### src/hdl/utf8d_pkg.sv
// ----------------------------------------------------------------------------
// utf8d_pkg
// Shared types and constants of the UTF-8 decoder: byte classes, code point
// limits and the command word passed from the front end to the back end.
// ----------------------------------------------------------------------------
package utf8d_pkg;

    localparam int unsigned CP_W     = 21;
    localparam int unsigned BYTE_W   = 8;
    localparam int unsigned REP_W    = 3;   // up to four replacements
    localparam int unsigned QDEPTH   = 4;
    localparam int unsigned QIDX_W   = $clog2(QDEPTH);
    localparam int unsigned QCNT_W   = $clog2(QDEPTH + 1);
    localparam int unsigned TDATA_W  = 24;  // code point padded to bytes

    localparam logic [CP_W-1:0] CP_REPLACEMENT = 21'h00FFFD;
    localparam logic [CP_W-1:0] CP_SURR_LO     = 21'h00D800;
    localparam logic [CP_W-1:0] CP_SURR_HI     = 21'h00DFFF;
    localparam logic [CP_W-1:0] CP_MAX         = 21'h10FFFF;
    localparam logic [CP_W-1:0] CP_MIN_2       = 21'h000080;
    localparam logic [CP_W-1:0] CP_MIN_3       = 21'h000800;
    localparam logic [CP_W-1:0] CP_MIN_4       = 21'h010000;

    // number of continuation bytes an open sequence needs
    localparam logic [1:0] NEED_NONE = 2'd0;
    localparam logic [1:0] NEED_ONE  = 2'd1;
    localparam logic [1:0] NEED_TWO  = 2'd2;
    localparam logic [1:0] NEED_THREE = 2'd3;

    // work for the back end caused by one input byte:
    // rep copies of U+FFFD, then the value if has_value is set
    typedef struct packed {
        logic [REP_W-1:0] rep;
        logic             has_value;
        logic [CP_W-1:0]  value;
    } cmd_t;

endpackage

### src/hdl/utf8_decoder.sv
// ----------------------------------------------------------------------------
// utf8_decoder
// Streaming UTF-8 decoder with validation: bytes in, code points out.
// ----------------------------------------------------------------------------
// channel   direction  tdata                    tlast
// s_*       in         [7:0] byte_req           -
// m_*       out        [20:0] codepoint         last result of a byte
//
// one byte accepted per cycle while the command queue has room; each byte
// gives zero to four result beats, one beat per cycle from the back end
// while m_tready is high. a byte with n results takes n beats, so bursts
// of replacements fill the four-entry queue and then hold s_tready low.
// reset clears the open sequence, the queue and the output stage; the first
// byte may be taken in the cycle after reset is released.
// ----------------------------------------------------------------------------
module utf8_decoder
(
    input  logic                            clk,
    input  logic                            rst_n,
    input  logic                            s_tvalid,
    output logic                            s_tready,
    input  logic [utf8d_pkg::BYTE_W-1:0]    s_tdata,    // [7:0] byte_req
    output logic                            m_tvalid,
    input  logic                            m_tready,
    output logic [utf8d_pkg::TDATA_W-1:0]   m_tdata,    // [20:0] codepoint
    output logic                            m_tlast     // last
);
    import utf8d_pkg::*;

    logic q_full;
    logic q_empty;
    logic q_push;
    logic q_pop;
    cmd_t q_cmd;
    cmd_t head_cmd;

    // byte classification and sequence tracking
    utf8d_front u_front
    (
        .clk      (clk),
        .rst_n    (rst_n),
        .s_tvalid (s_tvalid),
        .s_tready (s_tready),
        .s_tdata  (s_tdata),
        .q_full   (q_full),
        .q_push   (q_push),
        .q_cmd    (q_cmd)
    );

    // command queue
    utf8d_queue u_queue
    (
        .clk      (clk),
        .rst_n    (rst_n),
        .push     (q_push),
        .push_cmd (q_cmd),
        .full     (q_full),
        .pop      (q_pop),
        .head_cmd (head_cmd),
        .empty    (q_empty)
    );

    // result expansion
    utf8d_back u_back
    (
        .clk      (clk),
        .rst_n    (rst_n),
        .head_cmd (head_cmd),
        .q_empty  (q_empty),
        .q_pop    (q_pop),
        .m_tvalid (m_tvalid),
        .m_tready (m_tready),
        .m_tdata  (m_tdata),
        .m_tlast  (m_tlast)
    );

    // queue never written when full
    assert property (@(posedge clk) disable iff (!rst_n) q_push |-> !q_full)
        else $error("command pushed into full queue");

    // queue never read when empty
    assert property (@(posedge clk) disable iff (!rst_n) q_pop |-> !q_empty)
        else $error("command popped from empty queue");

    // every queued command yields at least one and at most four results
    assert property (@(posedge clk) disable iff (!rst_n)
        q_push |-> ((q_cmd.rep != '0) || q_cmd.has_value) &&
                   ((q_cmd.rep + {2'b00, q_cmd.has_value}) <= 3'd4))
        else $error("command with bad result count");

endmodule

### src/hdl/utf8d_front.sv
// ----------------------------------------------------------------------------
// utf8d_front
// Input side: takes one byte per beat, tracks the open sequence and turns
// each byte into a command for the back end.
// ----------------------------------------------------------------------------
module utf8d_front
(
    input  logic                            clk,
    input  logic                            rst_n,
    input  logic                            s_tvalid,
    output logic                            s_tready,
    input  logic [utf8d_pkg::BYTE_W-1:0]    s_tdata,    // [7:0] byte_req
    input  logic                            q_full,
    output logic                            q_push,
    output utf8d_pkg::cmd_t                 q_cmd
);
    import utf8d_pkg::*;

    logic [1:0]      need_reg, need_next;
    logic [1:0]      seen_reg, seen_next;
    logic [CP_W-1:0] part_reg, part_next;

    logic            accept;
    logic            is_cont;
    logic [1:0]      seen_inc;
    logic [CP_W-1:0] part_shift;
    logic [CP_W-1:0] cp_min;
    logic            bad;
    cmd_t            cmd;

    assign s_tready = !q_full;
    assign accept   = s_tvalid && !q_full;
    assign is_cont  = (s_tdata[7:6] == 2'b10);

    // continuation step and range checks
    assign seen_inc   = seen_reg + 2'd1;
    assign part_shift = {part_reg[CP_W-7:0], s_tdata[5:0]};

    always_comb
    begin
        unique case (need_reg)
            NEED_ONE: cp_min = CP_MIN_2;
            NEED_TWO: cp_min = CP_MIN_3;
            default:  cp_min = CP_MIN_4;
        endcase
    end

    assign bad = (part_shift < cp_min) ||
                 ((part_shift >= CP_SURR_LO) && (part_shift <= CP_SURR_HI)) ||
                 (part_shift > CP_MAX);

    // classify the byte and build the command
    always_comb
    begin
        need_next     = need_reg;
        seen_next     = seen_reg;
        part_next     = part_reg;
        cmd.rep       = '0;
        cmd.has_value = 1'b0;
        cmd.value     = {{(CP_W-BYTE_W){1'b0}}, s_tdata};
        if ((need_reg != NEED_NONE) && is_cont)
        begin
            part_next = part_shift;
            seen_next = seen_inc;
            if (seen_inc >= need_reg)
            begin
                if (bad)
                begin
                    cmd.rep = {1'b0, need_reg} + 3'd1;
                end
                else
                begin
                    cmd.has_value = 1'b1;
                    cmd.value     = part_shift;
                end
                need_next = NEED_NONE;
                seen_next = 2'd0;
                part_next = '0;
            end
        end
        else
        begin
            // broken sequence: lead and each seen continuation give U+FFFD
            if (need_reg != NEED_NONE)
                cmd.rep = {1'b0, seen_reg} + 3'd1;
            need_next = NEED_NONE;
            seen_next = 2'd0;
            part_next = '0;
            if (s_tdata == '0)
            begin
                // end of string, nothing more
            end
            else if (s_tdata[7] == 1'b0)
            begin
                cmd.has_value = 1'b1;
            end
            else if (s_tdata[7:5] == 3'b110)
            begin
                need_next = NEED_ONE;
                part_next = {{(CP_W-5){1'b0}}, s_tdata[4:0]};
            end
            else if (s_tdata[7:4] == 4'b1110)
            begin
                need_next = NEED_TWO;
                part_next = {{(CP_W-4){1'b0}}, s_tdata[3:0]};
            end
            else if (s_tdata[7:3] == 5'b11110)
            begin
                need_next = NEED_THREE;
                part_next = {{(CP_W-3){1'b0}}, s_tdata[2:0]};
            end
            else
            begin
                cmd.rep = cmd.rep + 3'd1;
            end
        end
    end

    assign q_cmd  = cmd;
    assign q_push = accept && ((cmd.rep != '0) || cmd.has_value);

    // sequence state
    always_ff @(posedge clk or negedge rst_n)
    begin
        if (!rst_n)
        begin
            need_reg <= NEED_NONE;
            seen_reg <= 2'd0;
            part_reg <= '0;
        end
        else if (accept)
        begin
            need_reg <= need_next;
            seen_reg <= seen_next;
            part_reg <= part_next;
        end
    end

endmodule

### src/hdl/utf8d_queue.sv
// ----------------------------------------------------------------------------
// utf8d_queue
// Short command queue between front end and back end.
// ----------------------------------------------------------------------------
module utf8d_queue
(
    input  logic            clk,
    input  logic            rst_n,
    input  logic            push,
    input  utf8d_pkg::cmd_t push_cmd,
    output logic            full,
    input  logic            pop,
    output utf8d_pkg::cmd_t head_cmd,
    output logic            empty
);
    import utf8d_pkg::*;

    cmd_t              slot_reg [QDEPTH];
    logic [QIDX_W-1:0] wr_ptr_reg, wr_ptr_next;
    logic [QIDX_W-1:0] rd_ptr_reg, rd_ptr_next;
    logic [QCNT_W-1:0] cnt_reg, cnt_next;

    assign full     = (cnt_reg == QCNT_W'(QDEPTH));
    assign empty    = (cnt_reg == '0);
    assign head_cmd = slot_reg[rd_ptr_reg];

    // pointer and fill count
    always_comb
    begin
        wr_ptr_next = push ? wr_ptr_reg + QIDX_W'(1) : wr_ptr_reg;
        rd_ptr_next = pop  ? rd_ptr_reg + QIDX_W'(1) : rd_ptr_reg;
        cnt_next    = cnt_reg + QCNT_W'(push) - QCNT_W'(pop);
    end

    always_ff @(posedge clk or negedge rst_n)
    begin
        if (!rst_n)
        begin
            wr_ptr_reg <= '0;
            rd_ptr_reg <= '0;
            cnt_reg    <= '0;
        end
        else
        begin
            wr_ptr_reg <= wr_ptr_next;
            rd_ptr_reg <= rd_ptr_next;
            cnt_reg    <= cnt_next;
        end
    end

    // storage
    always_ff @(posedge clk)
    begin
        if (push)
            slot_reg[wr_ptr_reg] <= push_cmd;
    end

endmodule

### src/hdl/utf8d_back.sv
// ----------------------------------------------------------------------------
// utf8d_back
// Output side: expands the head command into result beats, one per cycle
// while m_tready allows, through a registered output stage.
// ----------------------------------------------------------------------------
module utf8d_back
(
    input  logic                            clk,
    input  logic                            rst_n,
    input  utf8d_pkg::cmd_t                 head_cmd,
    input  logic                            q_empty,
    output logic                            q_pop,
    output logic                            m_tvalid,
    input  logic                            m_tready,
    output logic [utf8d_pkg::TDATA_W-1:0]   m_tdata,    // [20:0] codepoint
    output logic                            m_tlast     // last
);
    import utf8d_pkg::*;

    logic [REP_W-1:0] done_reg, done_next;
    logic             valid_reg, valid_next;
    logic [CP_W-1:0]  cp_reg;
    logic             last_reg;

    logic             load;
    logic             emit_rep;
    logic [CP_W-1:0]  cp_sel;
    logic             last_sel;

    // pick the next result of the head command
    assign load     = !q_empty && (!valid_reg || m_tready);
    assign emit_rep = (head_cmd.rep > done_reg);
    assign cp_sel   = emit_rep ? CP_REPLACEMENT : head_cmd.value;
    assign last_sel = emit_rep ? ((done_reg + 3'd1 == head_cmd.rep) && !head_cmd.has_value)
                               : 1'b1;
    assign q_pop    = load && last_sel;

    always_comb
    begin
        if (q_pop)
            done_next = '0;
        else if (load)
            done_next = done_reg + 3'd1;
        else
            done_next = done_reg;
        if (load)
            valid_next = 1'b1;
        else if (m_tready)
            valid_next = 1'b0;
        else
            valid_next = valid_reg;
    end

    // control state
    always_ff @(posedge clk or negedge rst_n)
    begin
        if (!rst_n)
        begin
            done_reg  <= '0;
            valid_reg <= 1'b0;
        end
        else
        begin
            done_reg  <= done_next;
            valid_reg <= valid_next;
        end
    end

    // output payload
    always_ff @(posedge clk)
    begin
        if (load)
        begin
            cp_reg   <= cp_sel;
            last_reg <= last_sel;
        end
    end

    assign m_tvalid = valid_reg;
    assign m_tdata  = {{(TDATA_W-CP_W){1'b0}}, cp_reg};
    assign m_tlast  = last_reg;

endmodule

### config.mk
export PLATFORM = sky130hd
export DESIGN_NAME = utf8_decoder
export DESIGN_NICKNAME = d
export VERILOG_FILES = /design/src/hdl/utf8d_pkg.sv /design/src/hdl/utf8_decoder.sv /design/src/hdl/utf8d_front.sv /design/src/hdl/utf8d_queue.sv /design/src/hdl/utf8d_back.sv
export SDC_FILE = /design/constraint.sdc
export NUM_CORES = 1
export LEC_CHECK = 0
export BUFFER_PORTS_ARGS = -buffer_cell sky130_fd_sc_hd__clkbuf_2
export CORE_ASPECT_RATIO = 1.1
export CORE_MARGIN = 3
export CORE_UTILIZATION = 50
export DETAILED_ROUTE_END_ITERATION = 12
export HOLD_SLACK_MARGIN = 0.12
export PLACE_DENSITY = 0.7
export SETUP_SLACK_MARGIN = 0.3
export SLEW_MARGIN = 20
export SYNTH_ARGS = -nofsm -noshare
export SYNTH_HDL_FRONTEND = slang
export SYNTH_SLANG_ARGS = --single-unit
### constraint.sdc
create_clock -name clk -period 4.3 [get_ports clk]
set_clock_uncertainty 0.2 [all_clocks]
set_input_delay 0.43 -clock clk [delete_from_list [all_inputs] [get_ports clk]]
set_output_delay 0.43 -clock clk [all_outputs]
set_load 0.01 [all_outputs]
==> metrics.txt <==
routability cong. roughly 0.90; vias after detailed routing approximately 3600; clock latency reported for the late side of the worst-skew pair 0.41 ns; CTS tree built; final setup violating endpoints 0; data arrival time of the worst path roughly 3.8 ns; Sinks on Clock Net roughly 150; number of hold-slack violations in the final timing report 0; initial standard-cell utilization of the core 51.3%; total routing usage reported by global routing between 10% and 20%; most used cells in the layout excluding fill and tap cells sky130_fd_sc_hd__edfxtp_1 (122), sky130_fd_sc_hd__nand2_1 (37), sky130_fd_sc_hd__clkbuf_2 (35); number of antenna-violating nets in the routed design 0; final core utilization 59.1%; initial antenna violation count 0; pin slew with the least headroom to its limit 0.962 ns; number of vias per cell 5.67; required time of the critical path 4.44 ns; flop-to-flop setup slack 0.64 ns; Worst Reg-to-Reg Cells 12; worst vdd ir 263 µV; type of element launching the critical path flop; antenna diode count 0; post-detailed-routing wire length 11500 µm; critical-path cell list mux4_2, inv_1, ha_1, or4_1, a21oi_2, ha_1, inv_1, ha_1, inv_1, fa_1, xnor2_1, xnor2_1; fraction of layout cells with a size suffix above 1 between 20% and 30%; clock tree buffer depth 2; violation count after the first detailed-route iteration 262; Worst R2R Start u_queue.rd_ptr_reg[0]$_DFFE_PN0P_; number of pins with negative max-slew slack in the final report 0; DRC violations left 0; post-CTS setup buffers 0; layout overhead on the synthesized area 15.1%; post-synthesis instance total 420; normalized max-slew margin a little over a third; Final Net Count 502; Die ar. 14400 µm²; endpoint of the worst-slack reg-to-reg timing path u_queue.cnt_reg[2]$_DFF_PN0_; Post-Route Setup TNS 0 ns; CP peak stage delay 0.59 ns; wire length of the first global-routing pass about 19000 µm; share of async-settable or async-resettable flops after synthesis between 15 and 20%; number of unique standard cell types used by synthesis 49; Period minus WS final 3.66 ns; path type of the worst min-delay path input pin to flop; most common flop cell mapped by yosys sky130_fd_sc_hd__edfxtp_1; Top Ports 39; cell chosen for the clock root sky130_fd_sc_hd__clkbuf_16; Avg Inst Size Synth 15.5 µm²; number of input and output port buffers inserted 35; post-route standard cell area excluding fillers 7500 µm²; post-detailed-placement cell area ~7000 µm²; register bit count reported by yosys 152; maximum operating frequency 273 MHz; final global-route overflow total 0; yosys warns 0; maximum number of pins on one net before global-route repair 31; slowest cell on the critical path sky130_fd_sc_hd__or4_1; CP Max Fanout 6; count of flip-flops with a built-in enable after synthesis 122; netlist area before placement 6520 µm²; floorplan row count 43; clock slew at the register clock pins of the worst setup and hold paths 0.06 ns; horizontal die dimension approximately 110 µm; number of fill cells ~940; end of the worst hold path u_queue.slot_reg[2][1]$_DFFE_PP_; final routed wire length divided by cell count 18.1 µm; pre-CTS WS 0.667 ns; vertical die dimension 126 µm; Core ar. 12700 µm²; family with the most delay on the worst path adder cells; share of synthesized area occupied by flip-flops and latches 67.7%; slack of the critical path 0.637 ns; Detailed Place HPWL between 7000 and 8000 µm; total of max-cap violations 0; category of the worst setup path capture point flop; Worst Path Buf+Inv 3; setup repair after global routing missed its margin false; number of stages on the worst hold path 1; number of H-tree levels 4; Power per Cell Area 683 nW/µm²; clock buffers created by TritonCTS 17; run status finished clean; Initial DRT Pass Iterations 5; flip-flop count of the largest register after layout 100; most frequent standard cell in the layout excluding fill and tap cells sky130_fd_sc_hd__edfxtp_1; Tcrit/Tclk final a little under nine tenths; vias in the first global route 3528; leakage power of the design around 0.0029 µW; worst hold start s_tdata[1]; start-to-end type of the worst setup path flop to flop
==> stage by stage <==
| stage | cells | hold WS, ns | power (µW) |
|---|---|---|---|
| 2_1_floorplan | 422 | -0.0656 | 3260 |
| 3_3_place_gp | 603 | 0.259 | 3650 |
| 3_5_place_dp | 603 | 0.265 | 3690 |
| 4_1_cts | 639 | 0.130 | 5200 |
| 5_1_grt | 639 | 0.144 | 5430 |
| 6_report | 639 | 0.128 | 5130 |
==> power breakdown <==
part,internal (µW),switching [µW]
registers,2020,122
clock network,913,575
logic,681,814
==> cells in the mapped netlist, types with 4 or more instances <==
library cell	count	share of area, %
sky130_fd_sc_hd__and2_1	6	0.58
sky130_fd_sc_hd__nor3_1	6	0.46
sky130_fd_sc_hd__nand2_1	37	2.1
sky130_fd_sc_hd__inv_1	21	1.2
sky130_fd_sc_hd__and3_1	13	1.2
sky130_fd_sc_hd__clkbuf_1	10	0.58
sky130_fd_sc_hd__o21ai_0	10	0.77
sky130_fd_sc_hd__a21o_1	5	0.58
sky130_fd_sc_hd__xnor2_1	7	0.94
sky130_fd_sc_hd__nand2b_1	5	0.48
sky130_fd_sc_hd__ha_1	20	3.8
sky130_fd_sc_hd__edfxtp_1	122	56
sky130_fd_sc_hd__nor2b_1	8	0.77
sky130_fd_sc_hd__dfrtp_1	30	12
sky130_fd_sc_hd__a21oi_1	6	0.46
sky130_fd_sc_hd__o211ai_1	4	0.46
sky130_fd_sc_hd__nor2_1	10	0.58
sky130_fd_sc_hd__nand3_1	11	0.84
sky130_fd_sc_hd__mux4_2	25	8.6
sky130_fd_sc_hd__or2_2	17	1.6
==> layer usage <==
layer,global-route usage [%],vias to the layer above,routed length [µm]
met5,0,-,0
met3,4.47,14,709
li1,-,1677,-
met2,26.1,130,5560
met4,5.59,0,128
met1,23.9,1802,5140
==> worst reg2reg max path, stage by stage, from the launching register on <==
cell                      delay [ns]
sky130_fd_sc_hd__dfrtp_1        0.52
sky130_fd_sc_hd__mux4_2         0.54
sky130_fd_sc_hd__inv_1          0.07
sky130_fd_sc_hd__ha_1           0.24
sky130_fd_sc_hd__or4_1          0.59
sky130_fd_sc_hd__a21oi_2        0.25
sky130_fd_sc_hd__ha_1           0.26
sky130_fd_sc_hd__inv_1          0.05
sky130_fd_sc_hd__ha_1           0.13
sky130_fd_sc_hd__inv_1          0.05
sky130_fd_sc_hd__fa_1           0.37
sky130_fd_sc_hd__xnor2_1        0.18
sky130_fd_sc_hd__xnor2_1        0.13
==> logic make-up after synthesis <==
| kind of cell | after synthesis | share of synthesized area, % |
|---|---|---|
| mux | 27 | 9.02 |
| buf+inv | 40 | 2.65 |
| other cells | 1 | 0.0575 |
| flops | 152 | 67.7 |
| fa+ha+maj | 21 | 4.15 |
| simple gates | 127 | 10.3 |
| compound gates | 43 | 4.86 |
| xor+xnor | 9 | 1.21 |
==> worst max path at each step <==
stage / start / to / cells past startpoint
after global placement: u_queue.rd_ptr_reg[0]$_DFFE_PN0P_ / u_queue.cnt_reg[2]$_DFF_PN0_ / 12
final: u_queue.rd_ptr_reg[0]$_DFFE_PN0P_ / u_queue.cnt_reg[2]$_DFF_PN0_ / 12
after global routing: u_queue.rd_ptr_reg[0]$_DFFE_PN0P_ / u_queue.cnt_reg[2]$_DFF_PN0_ / 12
after CTS: u_queue.rd_ptr_reg[0]$_DFFE_PN0P_ / u_queue.cnt_reg[2]$_DFF_PN0_ / 12
after detailed placement: u_queue.rd_ptr_reg[0]$_DFFE_PN0P_ / u_queue.cnt_reg[2]$_DFF_PN0_ / 12
after floorplan: u_queue.rd_ptr_reg[0]$_DFFE_PN0P_ / u_queue.cnt_reg[2]$_DFF_PN0_ / 14
==> area by class of cell <==
class | count | area (µm²) | share of cell area [%]
inverter | 21 | 78.8 | 1.05
clock inverter | 15 | 175 | 2.33
multi-input combinational | 230 | 1940 | 25.8
clock buffer | 17 | 425 | 5.67
tap | 157 | 196 | 2.62
sequential | 152 | 4410 | 58.8
timing repair buffer | 47 | 275 | 3.67
==> repair_timing <==
item | CTS | global route
resized for setup | 0 | 0
endpoints found under the hold margin | 39 | 0
hold buffers | 4 | 0
Power figures use the tool's default switching activity.
